**src/sv/eras_pkg.sv**
```systemverilog
// Shared types and constants for the extended register ALU and store unit.
package eras_pkg;

  localparam int NUM_REGS = 8;
  localparam int RIDX_W   = 3;

  typedef enum logic [1:0] {
    FUNC_LOGIC = 2'd0,
    FUNC_MATH  = 2'd1,
    FUNC_STORE = 2'd2,
    FUNC_NONE  = 2'd3
  } func_t;

  // logic group modes
  localparam logic [1:0] LOG_MOVE = 2'd0;
  localparam logic [1:0] LOG_XOR  = 2'd1;
  localparam logic [1:0] LOG_AND  = 2'd2;
  localparam logic [1:0] LOG_OR   = 2'd3;

  // store group modes
  localparam logic [1:0] ST_ZP_DS = 2'd0;
  localparam logic [1:0] ST_W_DS  = 2'd1;
  localparam logic [1:0] ST_W_SEG = 2'd2;
  localparam logic [1:0] ST_W_SS  = 2'd3;

  typedef struct packed {
    logic n;
    logic z;
    logic c;
    logic o;
  } flags_t;

  typedef struct packed {
    logic        reg_write_valid;
    logic [15:0] result_value;
    logic        mem_write_valid;
    logic [7:0]  mem_seg;
    logic [15:0] mem_addr;
    logic [7:0]  mem_data;
    flags_t      flags;
  } result_t;

endpackage

```
**src/sv/eras_regfile.sv**
```systemverilog
// Eight-entry register file: sync read on two ports, write-first bypass, valid bits.
module eras_regfile #(
  parameter int W = 16
) (
  input  logic                       clk,
  input  logic                       rst,
  input  logic                       rd_en,
  input  logic [eras_pkg::RIDX_W-1:0] raddr_a,
  input  logic [eras_pkg::RIDX_W-1:0] raddr_b,
  output logic [W-1:0]               rdata_a,
  output logic [W-1:0]               rdata_b,
  input  logic                       wr_en,
  input  logic [eras_pkg::RIDX_W-1:0] waddr,
  input  logic [W-1:0]               wdata
);
  import eras_pkg::*;

  logic [W-1:0]        mem [NUM_REGS];
  logic [NUM_REGS-1:0] vld;

  always_ff @(posedge clk) begin
    if (wr_en) begin
      mem[waddr] <= wdata;
    end
  end

  // entries never written read as zero
  always_ff @(posedge clk) begin
    if (rst) begin
      vld <= '0;
    end else if (wr_en) begin
      vld[waddr] <= 1'b1;
    end
  end

  always_ff @(posedge clk) begin
    if (rd_en) begin
      if (wr_en && waddr == raddr_a) begin
        rdata_a <= wdata;
      end else begin
        rdata_a <= vld[raddr_a] ? mem[raddr_a] : '0;
      end
      if (wr_en && waddr == raddr_b) begin
        rdata_b <= wdata;
      end else begin
        rdata_b <= vld[raddr_b] ? mem[raddr_b] : '0;
      end
    end
  end

endmodule

```
**src/sv/eras_exec.sv**
```systemverilog
// Execute logic: logic, add/subtract and store address groups, flag update.
module eras_exec #(
  parameter int W = 16
) (
  input  logic [1:0]             func,
  input  logic [7:0]             opcode,
  input  logic [15:0]            constant_word,
  input  logic [7:0]             segment_byte,
  input  logic [7:0]             data_seg,
  input  logic [7:0]             stack_seg,
  input  logic [W-1:0]           vd,
  input  logic [W-1:0]           vs,
  input  eras_pkg::flags_t       flags_in,
  output eras_pkg::result_t      res,
  output logic [W-1:0]           wdata
);
  import eras_pkg::*;

  localparam int XW = (W > 16) ? W : 16;
  localparam int UW = XW + 2;

  logic [1:0]          mode;
  logic                same;
  logic [W-1:0]        sterm;
  logic [15:0]         con16;
  logic [W-1:0]        conw;
  logic [UW-1:0]       add_u;
  logic [UW-1:0]       sub_t;
  logic [UW-1:0]       sub_u;
  logic signed [W+1:0] s_d;
  logic signed [W+1:0] s_s;
  logic signed [W+1:0] s_c;
  logic signed [W+1:0] s_res;
  logic [W-1:0]        r;
  logic [XW-1:0]       r_ext;
  logic [15:0]         base;
  logic [15:0]         idx;

  assign mode  = opcode[7:6];
  assign same  = (opcode[5:3] == opcode[2:0]);
  assign sterm = same ? '0 : vs;
  assign con16 = opcode[7] ? constant_word : 16'd0;
  assign conw  = W'(con16);

  assign add_u = UW'(vd) + UW'(sterm) + UW'(con16);
  assign sub_t = UW'(sterm) + UW'(con16);
  assign sub_u = UW'(vd) - sub_t;

  assign s_d   = {{2{vd[W-1]}}, vd};
  assign s_s   = {{2{sterm[W-1]}}, sterm};
  assign s_c   = {{2{conw[W-1]}}, conw};
  assign s_res = opcode[6] ? (s_d - s_s - s_c) : (s_d + s_s + s_c);

  assign idx   = {{8{vd[7]}}, vd[7:0]};

  always_comb begin
    r     = '0;
    base  = '0;
    res   = '0;
    res.flags = flags_in;
    unique case (func_t'(func))
      FUNC_LOGIC: begin
        unique case (mode)
          LOG_MOVE: r = same ? ~vs : vs;
          LOG_XOR:  r = vs ^ vd;
          LOG_AND:  r = vs & vd;
          LOG_OR:   r = vs | vd;
          default:  r = vs;
        endcase
        res.reg_write_valid = 1'b1;
        res.flags.n = r[W-1];
        res.flags.z = (r == '0);
      end
      FUNC_MATH: begin
        if (opcode[6]) begin
          r = sub_u[W-1:0];
          res.flags.c = (UW'(vd) >= sub_t);
        end else begin
          r = add_u[W-1:0];
          res.flags.c = |add_u[UW-1:W];
        end
        // signed overflow: top three bits of the exact result disagree
        res.flags.o = !((s_res[W+1:W-1] == 3'b000) || (s_res[W+1:W-1] == 3'b111));
        res.reg_write_valid = 1'b1;
        res.flags.n = r[W-1];
        res.flags.z = (r == '0);
      end
      FUNC_STORE: begin
        unique case (mode)
          ST_ZP_DS: begin
            res.mem_seg = data_seg;
            base        = {8'd0, constant_word[7:0]};
          end
          ST_W_DS: begin
            res.mem_seg = data_seg;
            base        = constant_word;
          end
          ST_W_SEG: begin
            res.mem_seg = segment_byte;
            base        = constant_word;
          end
          ST_W_SS: begin
            res.mem_seg = stack_seg;
            base        = constant_word;
          end
          default: begin
            res.mem_seg = data_seg;
            base        = constant_word;
          end
        endcase
        res.mem_addr        = same ? base : base + idx;
        res.mem_data        = vs[7:0];
        res.mem_write_valid = 1'b1;
      end
      FUNC_NONE: begin
        r = '0;
      end
      default: begin
        r = '0;
      end
    endcase
    r_ext = XW'(r);
    res.result_value = res.reg_write_valid ? r_ext[15:0] : 16'd0;
  end

  assign wdata = r;

endmodule

```
**src/sv/extended_register_alu_and_store.sv**
```systemverilog
// Top level: two-stage execute unit around a synchronous register file.
// Flow: an accepted input beat enters the execute stage; its result is registered
//   into the output when execute advances. Throughput: one instruction per cycle
//   while the output drains; RF reads are registered, and same-edge writes are bypassed.
// Reset: clears the pipeline valids, the status flags and the register valid
//   bits, so every register reads as zero until first written.
module extended_register_alu_and_store #(
  parameter int REG_WIDTH = 16
) (
  input  logic        clk,
  input  logic        rst,
  input  logic        in_valid,
  output logic        in_ready,
  input  logic [1:0]  func,
  input  logic [7:0]  opcode,
  input  logic [15:0] constant_word,
  input  logic [7:0]  segment_byte,
  input  logic [7:0]  data_seg,
  input  logic [7:0]  stack_seg,
  output logic        out_valid,
  input  logic        out_ready,
  output logic        reg_write_valid,
  output logic [15:0] result_value,
  output logic        mem_write_valid,
  output logic [7:0]  mem_seg,
  output logic [15:0] mem_addr,
  output logic [7:0]  mem_data,
  output logic        flag_negative,
  output logic        flag_zero,
  output logic        flag_carry,
  output logic        flag_overflow
);
  import eras_pkg::*;

  // execute stage: holds the instruction while its operands come out of the RF
  logic        ex_valid;
  logic [1:0]  ex_func;
  logic [7:0]  ex_opcode;
  logic [15:0] ex_const;
  logic [7:0]  ex_segb;
  logic [7:0]  ex_ds;
  logic [7:0]  ex_ss;

  logic in_beat;
  logic ex_adv;

  logic [REG_WIDTH-1:0] vd;
  logic [REG_WIDTH-1:0] vs;
  logic [REG_WIDTH-1:0] wdata;

  flags_t  flags;
  result_t ex_res;
  result_t out_res;

  // execute moves on when the output register is empty or being drained
  assign ex_adv   = ex_valid && (!out_valid || out_ready);
  assign in_ready = !ex_valid || ex_adv;
  assign in_beat  = in_valid && in_ready;

  // port A reads the destination/index register, port B the source
  eras_regfile #(
    .W (REG_WIDTH)
  ) u_rf (
    .clk     (clk),
    .rst     (rst),
    .rd_en   (in_beat),
    .raddr_a (opcode[5:3]),
    .raddr_b (opcode[2:0]),
    .rdata_a (vd),
    .rdata_b (vs),
    .wr_en   (ex_adv && ex_res.reg_write_valid),
    .waddr   (ex_opcode[5:3]),
    .wdata   (wdata)
  );

  eras_exec #(
    .W (REG_WIDTH)
  ) u_exec (
    .func          (ex_func),
    .opcode        (ex_opcode),
    .constant_word (ex_const),
    .segment_byte  (ex_segb),
    .data_seg      (ex_ds),
    .stack_seg     (ex_ss),
    .vd            (vd),
    .vs            (vs),
    .flags_in      (flags),
    .res           (ex_res),
    .wdata         (wdata)
  );

  always_ff @(posedge clk) begin
    if (rst) begin
      ex_valid <= 1'b0;
    end else if (in_ready) begin
      ex_valid <= in_valid;
    end
  end

  always_ff @(posedge clk) begin
    if (in_beat) begin
      ex_func   <= func;
      ex_opcode <= opcode;
      ex_const  <= constant_word;
      ex_segb   <= segment_byte;
      ex_ds     <= data_seg;
      ex_ss     <= stack_seg;
    end
  end

  // flags commit with the instruction, so the next one sees them at once
  always_ff @(posedge clk) begin
    if (rst) begin
      flags <= '0;
    end else if (ex_adv) begin
      flags <= ex_res.flags;
    end
  end

  always_ff @(posedge clk) begin
    if (rst) begin
      out_valid <= 1'b0;
    end else if (ex_adv) begin
      out_valid <= 1'b1;
    end else if (out_ready) begin
      out_valid <= 1'b0;
    end
  end

  always_ff @(posedge clk) begin
    if (ex_adv) begin
      out_res <= ex_res;
    end
  end

  assign reg_write_valid = out_res.reg_write_valid;
  assign result_value    = out_res.result_value;
  assign mem_write_valid = out_res.mem_write_valid;
  assign mem_seg         = out_res.mem_seg;
  assign mem_addr        = out_res.mem_addr;
  assign mem_data        = out_res.mem_data;
  assign flag_negative   = out_res.flags.n;
  assign flag_zero       = out_res.flags.z;
  assign flag_carry      = out_res.flags.c;
  assign flag_overflow   = out_res.flags.o;

endmodule
```
**config.mk**
```make
export PLATFORM = sky130hd
export DESIGN_NAME = extended_register_alu_and_store
export DESIGN_NICKNAME = d
export VERILOG_FILES = /design/src/sv/eras_pkg.sv /design/src/sv/eras_regfile.sv /design/src/sv/eras_exec.sv /design/src/sv/extended_register_alu_and_store.sv
export SDC_FILE = /design/constraint.sdc
export NUM_CORES = 1
export LEC_CHECK = 0
export BUFFER_PORTS_ARGS = -buffer_cell sky130_fd_sc_hd__buf_4
export CELL_PAD_IN_SITES_DETAIL_PLACEMENT = 0
export CELL_PAD_IN_SITES_GLOBAL_PLACEMENT = 1
export CORE_MARGIN = 4
export CORE_UTILIZATION = 40
export CTS_BUF_LIST = sky130_fd_sc_hd__clkbuf_4
export CTS_CLUSTER_SIZE = 8
export DETAILED_ROUTE_END_ITERATION = 10
export PLACE_DENSITY_LB_ADDON = 0.15
export SLEW_MARGIN = 10
export SYNTH_ARGS = -nofsm -noshare
export SYNTH_HDL_FRONTEND = slang
export SYNTH_SLANG_ARGS = --single-unit
```
**constraint.sdc**
```tcl
create_clock -name clk -period 18.35 [get_ports clk]
set_input_delay 0.9175 -clock clk [delete_from_list [all_inputs] [get_ports clk]]
set_output_delay 0.9175 -clock clk [all_outputs]
set_load 0.005 [all_outputs]
```
# After elaboration in Yosys (flattened, before gate mapping)
# Memories as Yosys holds them, arrays and structs flattened.
# Cells that the tools add are included.
# op_classes
n_addsub	9
magnitude_cmp	5
n_eq_ne	9
n_mux	32
bitwise	5
reduce_logical	22
# ops
op	count
$mux 16	12
$pmux 16 s2	2
$pmux 16 s4	1
$add 16x16->17	3
$add 17x16->18	2
$mux 33	1
$logic_not 16->1	2
$pmux 8 s3	1
$mux 18	1
$sub 17x16->18	1
$ge 16x17->1	1
$sub 16x16->17	1
$add 16x16->16	1
$and 16x16->16	1
$not 16->16	1
$or 16x16->16	1
$sub 16x16->16	1
$xor 16x16->16	1
$lt 3x4->1 const B	3
$eq 3x3->1	3
$mux 1	9
$or 8x8->8	1
$bmux 1 s3	2
$eq 2x2->1 const B	3
other kinds (14)	27
# word_totals
regBits	150
ram_bits	128
in_bits	54
mem_count	1
# mem_list
name	depth	word_bits	rd	rd_clocked_by_memory_dff	wr	line	source
u_rf.mem	8	16	2	0	1	eras_regfile.sv:18	logic [W-1:0] mem [NUM_REGS];

# Longest topological paths before layout
# Gate-level depths: netlist of the first run.
# logic_depth
ltp_word	9
ltp_mapped	27
mapped_depth_nobuf	24

# By module
# From an unflattened synthesis of the first run, not the netlist that was laid out.
# unflattened
cells_unflattened	1479
area_unflattened_um2	17918.4
# modules_own_cells
module	instances	cells_each	area_per_inst_um2
eras_regfile	1	409	7622.3
eras_exec	1	937	6892.9
extended_register_alu_and_store	1	133	3403.3

# Worst setup path after synthesis of the first run
# OpenSTA, ideal clock, no wires.
# synth_path
path_type	flip-flop to flip-flop
start	register ex_opcode[4]
end	register u_rf.rdata_a[12] (data pin)
setup_time_ns	0.153
t_arrival_ns	5.765
t_required_ns	18.197
path_slack_ns	12.432
path_stages_with_launch	27
n_path_buf	4
path_cell_list	edfxtp_1 > clkbuf_1 > xnor2_1 > and3_1 > clkbuf_1 > inv_1 > buf_1 > ha_1 > inv_1 > ha_1 > a21o_1 > o2111ai_1 > nand4b_1 > a21o_1 > a21oi_1 > xor2_1 > ha_1 > clkbuf_1 > a21o_1 > a31o_2 > a31oi_1 > o21ai_0 > xor2_1 > mux2i_1 > a211oi_1 > inv_1 > o22ai_1
# synth_between
elab_chain_len	8
# synth_lines
item	line	source
from (decl)	extended_register_alu_and_store.sv:38	logic [7:0] ex_opcode;
from (signal assigned)	extended_register_alu_and_store.sv:103	ex_opcode <= opcode;
$eq 3x3->1 (*)	eras_exec.sv:40	assign same = (opcode[5:3] == opcode[2:0]);
$mux 16	eras_exec.sv:41	assign sterm = same ? '0 : vs;
$add 16x16->17, on equally long branches	eras_exec.sv:45, eras_exec.sv:46	
$add 17x16->18 or $sub 16x16->16 (tied branches)	eras_exec.sv:45, eras_exec.sv:47	
$mux 16	eras_exec.sv:75	if (opcode[6]) begin
$mux 16	eras_exec.sv:61	unique case (func_t'(func))
$pmux 16 s2 (*)	eras_exec.sv:61	
via u_exec.wdata[12]	eras_exec.sv:15	output logic [W-1:0] wdata
$mux 16 (*)	eras_regfile.sv:38	if (wr_en && waddr == raddr_a) begin
to (signal assigned)	eras_regfile.sv:39	rdata_a <= wdata;
to (signal assigned)	eras_regfile.sv:41	rdata_a <= vld[raddr_a] ? mem[raddr_a] : '0;
to (decl)	eras_regfile.sv:10	output logic [W-1:0] rdata_a,
# The timed path passes the listed nets; every way through them passes the cells marked *. The select of a mux whose other input is x is not followed.
# A chain may end at the register's enable or synchronous reset.

# Final worst setup path of the first run
# layout_path
start	register ex_opcode[3]
end	register u_rf.rdata_a[12] (data pin)
# The elaborated chain is that of the path after synthesis.

==> flow_summary.html, run 1 <==
<table>
<tr><th>Metric</th><th>Value</th></tr>
<tr><th colspan="2">CTS</th></tr>
<tr><td>Clock root buffer</td><td>clkbuf_4</td></tr>
<tr><td>Cts bufs inserted</td><td>76</td></tr>
<tr><td>Hold-fix buffer count after cts</td><td>0</td></tr>
<tr><td>Setup fix buffers added after clock tree synthesis</td><td>0</td></tr>
<tr><td>Clock slew at reported path FFs</td><td>0.07 ns</td></tr>
<tr><td>Clock Latency Late Sink</td><td>0.84 ns</td></tr>
<tr><td>Number of buffers on the longest clock path</td><td>3</td></tr>
<tr><td>Number of cells upsized or downsized after cts</td><td>0</td></tr>
<tr><td>Clock tree sinks</td><td>278</td></tr>
<tr><td>H-Tree Depth</td><td>3</td></tr>
<tr><td>Clock tree from TritonCTS</td><td>done</td></tr>
<tr><th colspan="2">Floorplan</th></tr>
<tr><td>Die Height</td><td>217 um</td></tr>
<tr><td>Floorplan die width</td><td>217 um</td></tr>
<tr><td>Initial Utilization</td><td>0.405</td></tr>
<tr><td>Top-level port count</td><td>110</td></tr>
<tr><td>Full die area</td><td>0.0470 mm^2</td></tr>
<tr><td>Site row count</td><td>76</td></tr>
<tr><td>Placeable Area</td><td>0.0431 mm^2</td></tr>
<tr><th colspan="2">STA</th></tr>
<tr><td>Transition time at the pin with the least slew margin</td><td>1.24 ns</td></tr>
<tr><td>Worst max-slew margin expressed relative to the limit</td><td>0.170</td></tr>
<tr><td>Setup skew after layout</td><td>0.0998 ns</td></tr>
<tr><td>Min Clock Period, post-route</td><td>6.70 ns</td></tr>
<tr><td>Final worst path period share</td><td>0.365</td></tr>
<tr><td>Final Hold Vio Count</td><td>0</td></tr>
<tr><td>Number of endpoints failing setup at the final stage</td><td>0</td></tr>
<tr><td>Fmax achieved</td><td>0.149 GHz</td></tr>
<tr><td>Count of pins over their slew limit</td><td>0</td></tr>
<tr><td>TNS Setup</td><td>0 ns</td></tr>
<tr><td>Setup repair after global routing missed its margin</td><td>no</td></tr>
<tr><th colspan="2">Routing</th></tr>
<tr><td>First-pass iteration count of the detailed router</td><td>5</td></tr>
<tr><td>Total detailed-routing wirelength</td><td>48100 um</td></tr>
<tr><td>Total DRC errors in the routed layout</td><td>0</td></tr>
<tr><td>Routed wire per std cell</td><td>21.7 um</td></tr>
<tr><td>Via total after detailed routing</td><td>11900</td></tr>
<tr><td>Drt first-iter violations</td><td>920</td></tr>
<tr><td>Number of nets with antenna violations after routing</td><td>0</td></tr>
<tr><td>Via density per instance</td><td>5.37</td></tr>
<tr><th colspan="2">Placement</th></tr>
<tr><td>Buffers added on ports</td><td>109</td></tr>
<tr><td>Number of instances in the placed design</td><td>2077</td></tr>
<tr><td>DP HPWL</td><td>33600 um</td></tr>
<tr><td>Final weighted congestion in routability-driven placement</td><td>0.882</td></tr>
<tr><td>Cell area reported after detailed placement</td><td>0.0189 mm^2</td></tr>
<tr><th colspan="2">GRT</th></tr>
<tr><td>Global-route wire length before repair</td><td>72900 um</td></tr>
<tr><td>Total GRT Usage</td><td>0.205</td></tr>
<tr><td>Largest net degree at the start of global routing</td><td>81</td></tr>
<tr><td>Number of global-route vias before repair</td><td>12300</td></tr>
<tr><td>Number of antenna violations at the first check in global routing</td><td>2</td></tr>
<tr><td>Sum of overflow across all layers after global routing</td><td>0</td></tr>
<tr><th colspan="2">Synthesis</th></tr>
<tr><td>Synth unique cells</td><td>73</td></tr>
<tr><td>Synthesized net count</td><td>1657</td></tr>
<tr><td>Gate count after technology mapping</td><td>1426</td></tr>
<tr><td>Yosys warning total</td><td>0</td></tr>
<tr><td>Prevailing post-synth register cell</td><td>edfxtp_1</td></tr>
<tr><td>Post-Syn Area</td><td>0.0175 mm^2</td></tr>
<tr><td>Seq cells post-synth</td><td>278</td></tr>
<tr><td>EDFF count, synth</td><td>264</td></tr>
<tr><td>Proportion of synthesized chip area in sequential cells</td><td>0.470</td></tr>
<tr><td>Synth async-reset ratio</td><td>0</td></tr>
<tr><td>Average cell area after synthesis</td><td>12.2 um^2</td></tr>
<tr><th colspan="2">Cells and area</th></tr>
<tr><td>Area growth from synthesis to final layout</td><td>14.5%</td></tr>
<tr><td>Filler instances</td><td>3965</td></tr>
<tr><td>Combined area of the multi-input logic cells</td><td>0.00856 mm^2</td></tr>
<tr><td>Fraction of layout instances using a drive strength above 1</td><td>0.219</td></tr>
<tr><td>Final Instance Area</td><td>0.0200 mm^2</td></tr>
<tr><td>Reg area</td><td>0.00821 mm^2</td></tr>
<tr><td>Final Net Count</td><td>1801</td></tr>
<tr><td>Non-filler instance count after layout</td><td>2219</td></tr>
<tr><th colspan="2">Worst setup path</th></tr>
<tr><td>Crit Path Class</td><td>flip-flop to flip-flop</td></tr>
<tr><td>CP Data Required Time</td><td>19.00 ns</td></tr>
<tr><td>Sort of element at the end of the critical path</td><td>flip-flop</td></tr>
<tr><td>Critical path data arrival time</td><td>7.35 ns</td></tr>
<tr><td>CP max-delay cell</td><td>a211oi_1</td></tr>
<tr><td>Chain of cells forming the critical path</td><td>xnor2_1, and3_1, inv_1, buf_4, ha_1, ha_1, ha_1, a31oi_1, o21bai_1, a41o_1, o21ai_1, nand2b_1, a21oi_1, xor2_1, ha_1, and3_1, nand2_1, o41a_1, o21ai_0, xor2_1, mux2i_1, a211oi_1, inv_1, o22ai_1</td></tr>
<tr><td>Critical Path Fanout Max</td><td>31</td></tr>
<tr><td>Most common cell type on the critical path</td><td>ha_1</td></tr>
<tr><td>Largest stage delay, worst path</td><td>0.94 ns</td></tr>
<tr><td>Type of origin of the critical path</td><td>flip-flop</td></tr>
<tr><th colspan="2">Power</th></tr>
<tr><td>LEAKAGE</td><td>8.08 nW</td></tr>
<tr><td>Highest ir drop seen on vdd</td><td>0.0000753 V</td></tr>
<tr><td>Total power</td><td>1.72 mW</td></tr>
<tr><td>Cell area power density</td><td>86.0 mW/mm^2</td></tr>
<tr><th colspan="2">Min path</th></tr>
<tr><td>Hold Crit Class</td><td>input pin to flip-flop</td></tr>
<tr><th colspan="2">Run</th></tr>
<tr><td>Count of max-cap constraint violations</td><td>0</td></tr>
<tr><th colspan="2">Status</th></tr>
<tr><td>Status</td><td>complete, no violations</td></tr>
</table>
critical path, delay by kind of cell, from the launching register on:
| family | cells | cell delay (ns) |
|---|---|---|
| adder cells (fa/ha/maj) | 4 | 1.06 |
| multiplexers | 1 | 0.12 |
| flip-flops | 1 | 0.55 |
| buffers and inverters | 3 | 0.53 |
| AND/OR/NAND/NOR | 4 | 1.15 |
| XOR/XNOR | 3 | 0.44 |
| AO/OA/AOI/OAI | 9 | 2.69 |
cells by family (layout without fill, tap and decap cells):
family	after synthesis	count (layout)	synth area share
other	0	5	0
adder cells (fa/ha/maj)	177	177	0.142
multiplexers	126	126	0.126
AND/OR/NAND/NOR	310	310	0.0815
buffers and inverters	187	390	0.0417
flip-flops	278	278	0.470
AO/OA/AOI/OAI	294	294	0.111
XOR/XNOR	54	54	0.0275
power breakdown:
group / internal [mW] / switching, mW
clock: 0.331 / 0.269
sequential: 0.726 / 0.0164
combinational: 0.153 / 0.224
total: 1.21 / 0.509
routing by layer:
metal,wire length (um),share of wire,vias to the layer above,track usage
met1,21100,0.44,5891,0.270
met2,23600,0.49,285,0.343
met3,1940,0.040,62,0.0349
li1,-,-,5672,-
met5,0,0,-,0
met4,1480,0.031,0,0.0740
cell usage after synthesis, types with 15 or more instances:
cell type  number  area share
edfxtp_1      264        0.45
ha_1          142        0.10
o21ai_0        45       0.013
xor2_1         18      0.0090
a21oi_1        73       0.021
inv_1         124       0.027
buf_1          17      0.0037
mux2i_1        45       0.026
nor2_1         95       0.020
o22ai_1        36       0.013
fa_1           35       0.040
a21o_1         18      0.0077
nand2_1       104       0.022
mux4_2         74       0.095
nor3_1         17      0.0049
clkbuf_1       37      0.0080
xnor2_1        35       0.018
a211oi_1       32       0.014
nand3_1        15      0.0043
layout by cell type, fill, tap and decap left out, types with 15 or more instances in the layout:
master      n
clkbuf_4  108
a211oi_1   31
buf_4     128
mux4_2     74
nand2_1   104
o21ai_0    45
xor2_1     18
nor2_1     95
o22ai_1    36
nand3_1    15
a21o_1     18
a21oi_1    73
inv_1     124
ha_1      142
edfxtp_1  264
fa_1       35
xnor2_1    35
mux2i_1    45
path summary, 6_finish.rpt:
kind | start | endpoint | slack (ns) | depth (start not counted)
worst max register to register | ex_opcode[3]$_DFFE_PP_ | u_rf.rdata_a[12]$_DFFE_PP_ | 11.65 | 24
worst max-delay path | ex_opcode[3]$_DFFE_PP_ | u_rf.rdata_a[12]$_DFFE_PP_ | 11.65 | 24
worst min register to register | flags[0]$_SDFFE_PP0P_ | flags[0]$_SDFFE_PP0P_ | 0.47 | 2
worst min-delay path | data_seg[7] | ex_ds[7]$_DFFE_PP_ | 0.25 | 1
flip-flops by register name (all words and copies together) (netlist names), 2 cells and up:
register,cells
mem_seg,8
ex_func,2
u_rf.mem,128
mem_addr,16
flags,4
u_rf.rdata_b,16
ex_segb,8
ex_opcode,8
ex_ds,8
u_rf.vld,8
result_value,16
mem_data,8
ex_ss,8
u_rf.rdata_a,16
ex_const,16
stage by stage:
stage | setup slack (ns) | utilization | hold WS (ns)
after global routing | 10.91 | 0.464 | 0.165
after detailed placement | 11.62 | 0.439 | 0.456
final | 11.65 | 0.464 | 0.251
after floorplan | 12.43 | - | 0.437
after CTS | 11.66 | 0.464 | 0.141
after global placement | 11.70 | 0.439 | 0.442
final cells by class:
class,instances,share of cell area
antenna,5,0.000626
sequential,278,0.411
inverter,125,0.0235
timing repair buffer,128,0.0481
clock buffer,108,0.0406
multi-input combinational,961,0.428
tap,585,0.0366
clock inverter,29,0.0121
Power figures use the tool's default switching activity.
==> run 2, diff against run 1 <==
clock period = 5.45 ns   (was 18.35 ns; I/O delays follow)
==> run 2 against run 1 <==
Net effect: core utilization grew 1.7 points; clock power grew to 3.1 times the previous value; register-to-register slack lost 11 ns; worst hold slack lost 0.15 ns; largest power group unchanged; highest routed layer unchanged.
==> flow_summary.html, run 2 (synthesis results as in run 1) <==
<table>
<tr><th>Metric</th><th>Value</th></tr>
<tr><th colspan="2">Status</th></tr>
<tr><td>Status</td><td>complete, no violations (unchanged)</td></tr>
<tr><th colspan="2">Floorplan</th></tr>
<tr><td>Full die area</td><td>0.0470 mm^2 (unchanged)</td></tr>
<tr><td>Initial Utilization</td><td>0.405 (unchanged)</td></tr>
<tr><td>Top-level port count</td><td>110 (unchanged)</td></tr>
<tr><td>Placeable Area</td><td>0.0431 mm^2 (unchanged)</td></tr>
<tr><td>Site row count</td><td>76 (unchanged)</td></tr>
<tr><td>Floorplan die width</td><td>217 um (unchanged)</td></tr>
<tr><td>Die Height</td><td>217 um (unchanged)</td></tr>
<tr><th colspan="2">Power</th></tr>
<tr><td>Total power</td><td>5.73 mW (was 1.72 mW)</td></tr>
<tr><td>LEAKAGE</td><td>8.41 nW (was 8.08 nW)</td></tr>
<tr><td>Cell area power density</td><td>276 mW/mm^2 (was 86.0 mW/mm^2)</td></tr>
<tr><td>Highest ir drop seen on vdd</td><td>0.000198 V (was 0.0000753 V)</td></tr>
<tr><th colspan="2">CTS</th></tr>
<tr><td>Clock Latency Late Sink</td><td>0.80 ns (was 0.84 ns)</td></tr>
<tr><td>Number of buffers on the longest clock path</td><td>3 (unchanged)</td></tr>
<tr><td>Clock tree sinks</td><td>278 (unchanged)</td></tr>
<tr><td>H-Tree Depth</td><td>3 (unchanged)</td></tr>
<tr><td>Clock root buffer</td><td>clkbuf_4 (unchanged)</td></tr>
<tr><td>Clock tree from TritonCTS</td><td>done (unchanged)</td></tr>
<tr><td>Clock slew at reported path FFs</td><td>0.06 ns (was 0.07 ns)</td></tr>
<tr><td>Cts bufs inserted</td><td>77 (was 76)</td></tr>
<tr><th colspan="2">STA</th></tr>
<tr><td>Worst max-slew margin expressed relative to the limit</td><td>0.254 (was 0.170)</td></tr>
<tr><td>Transition time at the pin with the least slew margin</td><td>1.11 ns (was 1.24 ns)</td></tr>
<tr><td>Number of endpoints failing setup at the final stage</td><td>0 (unchanged)</td></tr>
<tr><td>Setup skew after layout</td><td>0.0671 ns (was 0.0998 ns)</td></tr>
<tr><td>Min Clock Period, post-route</td><td>5.15 ns (was 6.70 ns)</td></tr>
<tr><td>Final worst path period share</td><td>0.945 (was 0.365)</td></tr>
<tr><td>Count of pins over their slew limit</td><td>0 (unchanged)</td></tr>
<tr><td>Final Hold Vio Count</td><td>0 (unchanged)</td></tr>
<tr><td>Worst Hold Margin</td><td>0.0999 ns (was 0.251 ns)</td></tr>
<tr><td>Fmax achieved</td><td>0.194 GHz (was 0.149 GHz)</td></tr>
<tr><th colspan="2">Cells and area</th></tr>
<tr><td>Leading cell type in the layout, fill and taps excluded</td><td>edfxtp_1 (unchanged)</td></tr>
<tr><td>Number of flip-flops in the largest register</td><td>128 (unchanged)</td></tr>
<tr><td>Finished Core Util</td><td>0.481 (was 0.464)</td></tr>
<tr><td>Fraction of layout instances using a drive strength above 1</td><td>0.235 (was 0.219)</td></tr>
<tr><td>Biggest register</td><td>u_rf.mem (unchanged)</td></tr>
<tr><td>Non-filler instance count after layout</td><td>2298 (was 2219)</td></tr>
<tr><td>Commonest non-fill, non-tap cells in the layout</td><td>edfxtp_1, buf_4, ha_1, inv_1, clkbuf_4 (was edfxtp_1, ha_1, buf_4, inv_1, clkbuf_4)</td></tr>
<tr><td>Final Instance Area</td><td>0.0207 mm^2 (was 0.0200 mm^2)</td></tr>
<tr><td>Area growth from synthesis to final layout</td><td>18.7% (was 14.5%)</td></tr>
<tr><td>Final Net Count</td><td>1884 (was 1801)</td></tr>
<tr><th colspan="2">Worst setup path</th></tr>
<tr><td>Sort of element at the end of the critical path</td><td>flip-flop (unchanged)</td></tr>
<tr><td>Critical Path Fanout Max</td><td>8 (was 31)</td></tr>
<tr><td>Family of cells with the greatest summed delay on the critical path</td><td>compound AO/OA/AOI/OAI gates (unchanged)</td></tr>
<tr><td>Crit Path Class</td><td>flip-flop to flip-flop (unchanged)</td></tr>
<tr><td>Critical path data arrival time</td><td>5.75 ns (was 7.35 ns)</td></tr>
<tr><td>CP Data Required Time</td><td>6.05 ns (was 19.00 ns)</td></tr>
<tr><td>Worst path bufs/invs</td><td>6 (was 3)</td></tr>
<tr><td>Type of origin of the critical path</td><td>flip-flop (unchanged)</td></tr>
<tr><td>Largest stage delay, worst path</td><td>0.41 ns (was 0.94 ns)</td></tr>
<tr><td>CP max-delay cell</td><td>edfxtp_1 (was a211oi_1)</td></tr>
<tr><th colspan="2">GRT</th></tr>
<tr><td>Sum of overflow across all layers after global routing</td><td>0 (unchanged)</td></tr>
<tr><td>Number of antenna violations at the first check in global routing</td><td>2 (unchanged)</td></tr>
<tr><td>Global-route wire length before repair</td><td>73800 um (was 72900 um)</td></tr>
<tr><td>Largest net degree at the start of global routing</td><td>79 (was 81)</td></tr>
<tr><td>Number of global-route vias before repair</td><td>12600 (was 12300)</td></tr>
<tr><td>Total GRT Usage</td><td>0.207 (was 0.205)</td></tr>
<tr><th colspan="2">Min path</th></tr>
<tr><td>Hold Crit Class</td><td>input pin to flip-flop (unchanged)</td></tr>
<tr><th colspan="2">Placement</th></tr>
<tr><td>Final weighted congestion in routability-driven placement</td><td>0.906 (was 0.882)</td></tr>
<tr><td>DP HPWL</td><td>34700 um (was 33600 um)</td></tr>
<tr><td>Number of instances in the placed design</td><td>2104 (was 2077)</td></tr>
<tr><td>Buffers added on ports</td><td>109 (unchanged)</td></tr>
<tr><td>Cell area reported after detailed placement</td><td>0.0191 mm^2 (was 0.0189 mm^2)</td></tr>
<tr><th colspan="2">Routing</th></tr>
<tr><td>Via total after detailed routing</td><td>12200 (was 11900)</td></tr>
<tr><td>Number of nets with antenna violations after routing</td><td>0 (unchanged)</td></tr>
<tr><td>Drt first-iter violations</td><td>685 (was 920)</td></tr>
<tr><td>Via density per instance</td><td>5.32 (was 5.37)</td></tr>
<tr><td>Total DRC errors in the routed layout</td><td>0 (unchanged)</td></tr>
<tr><td>First-pass iteration count of the detailed router</td><td>5 (unchanged)</td></tr>
<tr><td>Routed wire per std cell</td><td>21.2 um (was 21.7 um)</td></tr>
<tr><td>Total detailed-routing wirelength</td><td>48800 um (was 48100 um)</td></tr>
<tr><th colspan="2">Run</th></tr>
<tr><td>Count of max-cap constraint violations</td><td>0 (unchanged)</td></tr>
</table>
-- run 2: cell types whose count changed in the layout (fill, tap and decap cells not counted), moves of 3 or more --
cell / change
dlygate4sd3_1: +53
inv_1: -3
clkinv_2: -5
clkinv_1: -4
bufinv_16: -4
buf_4: +29
clkbuf_4: +9
inv_2: +4
-- run 2: final timing paths --
path,start,end,slack (ns),depth (start not counted)
max,ex_opcode[4]$_DFFE_PP_,u_rf.mem[6][15]$_DFFE_PP_,0.30,26
min,opcode[0],ex_opcode[0]$_DFFE_PP_,0.1,1
max reg2reg,ex_opcode[4]$_DFFE_PP_,u_rf.mem[6][15]$_DFFE_PP_,0.30,26
min reg2reg,flags[0]$_SDFFE_PP0P_,flags[0]$_SDFFE_PP0P_,0.46,2
-- run 2: metrics by stage --
| stage | setup TNS, ns | setup WS (ns) |
|---|---|---|
| final | 0 | 0.298 |
| after global routing | -0.186 | -0.0321 |
| after CTS | 0 | 0.105 |
| after detailed placement | 0 | 0.124 |
| after global placement | 0 | 0.139 |
| after floorplan | 0 | 0.0677 |
-- run 2: area by class of cell --
cell class	count	area, um^2
fillers	3963	22400
clock inverters	19	103
diodes	3	7.51
repair buffers	210	1710
inverters	125	469
multi-input cells	961	8610
well taps	585	732
clock buffers	117	878
flip-flops and latches	278	8210
-- run 2: what timing repair did --
item	4_1_cts	5_1_grt
hold buffers	53	0
setup buffers	0	2
gates resized for setup	0	14
hold endpoints to repair	66	0
setup endpoints to repair	0	72
-- run 2: power breakdown --
group | switching (mW) | leakage, nW | internal, mW
sequential | 0.0482 | 2.62 | 2.44
clock | 0.898 | 0.588 | 0.986
combinational | 0.781 | 5.21 | 0.569
-- run 2: worst register-to-register path, delay by kind of cell (launching register included) --
kind                     cells  cell delay (ns)
buffers and inverters        6             0.88
AO/OA/AOI/OAI                9             1.44
adder cells (fa/ha/maj)      3             0.86
XOR/XNOR                     2             0.33
AND/OR/NAND/NOR              6             1.03
flip-flops                   1             0.41
-- run 2: per-layer routing --
metal	GRT usage	vias up	wire [um]
li1	-	5838	-
met1	0.264	6046	21000
met2	0.353	269	24200
met3	0.0436	76	2210
met4	0.0710	0	1290
met5	0	-	0
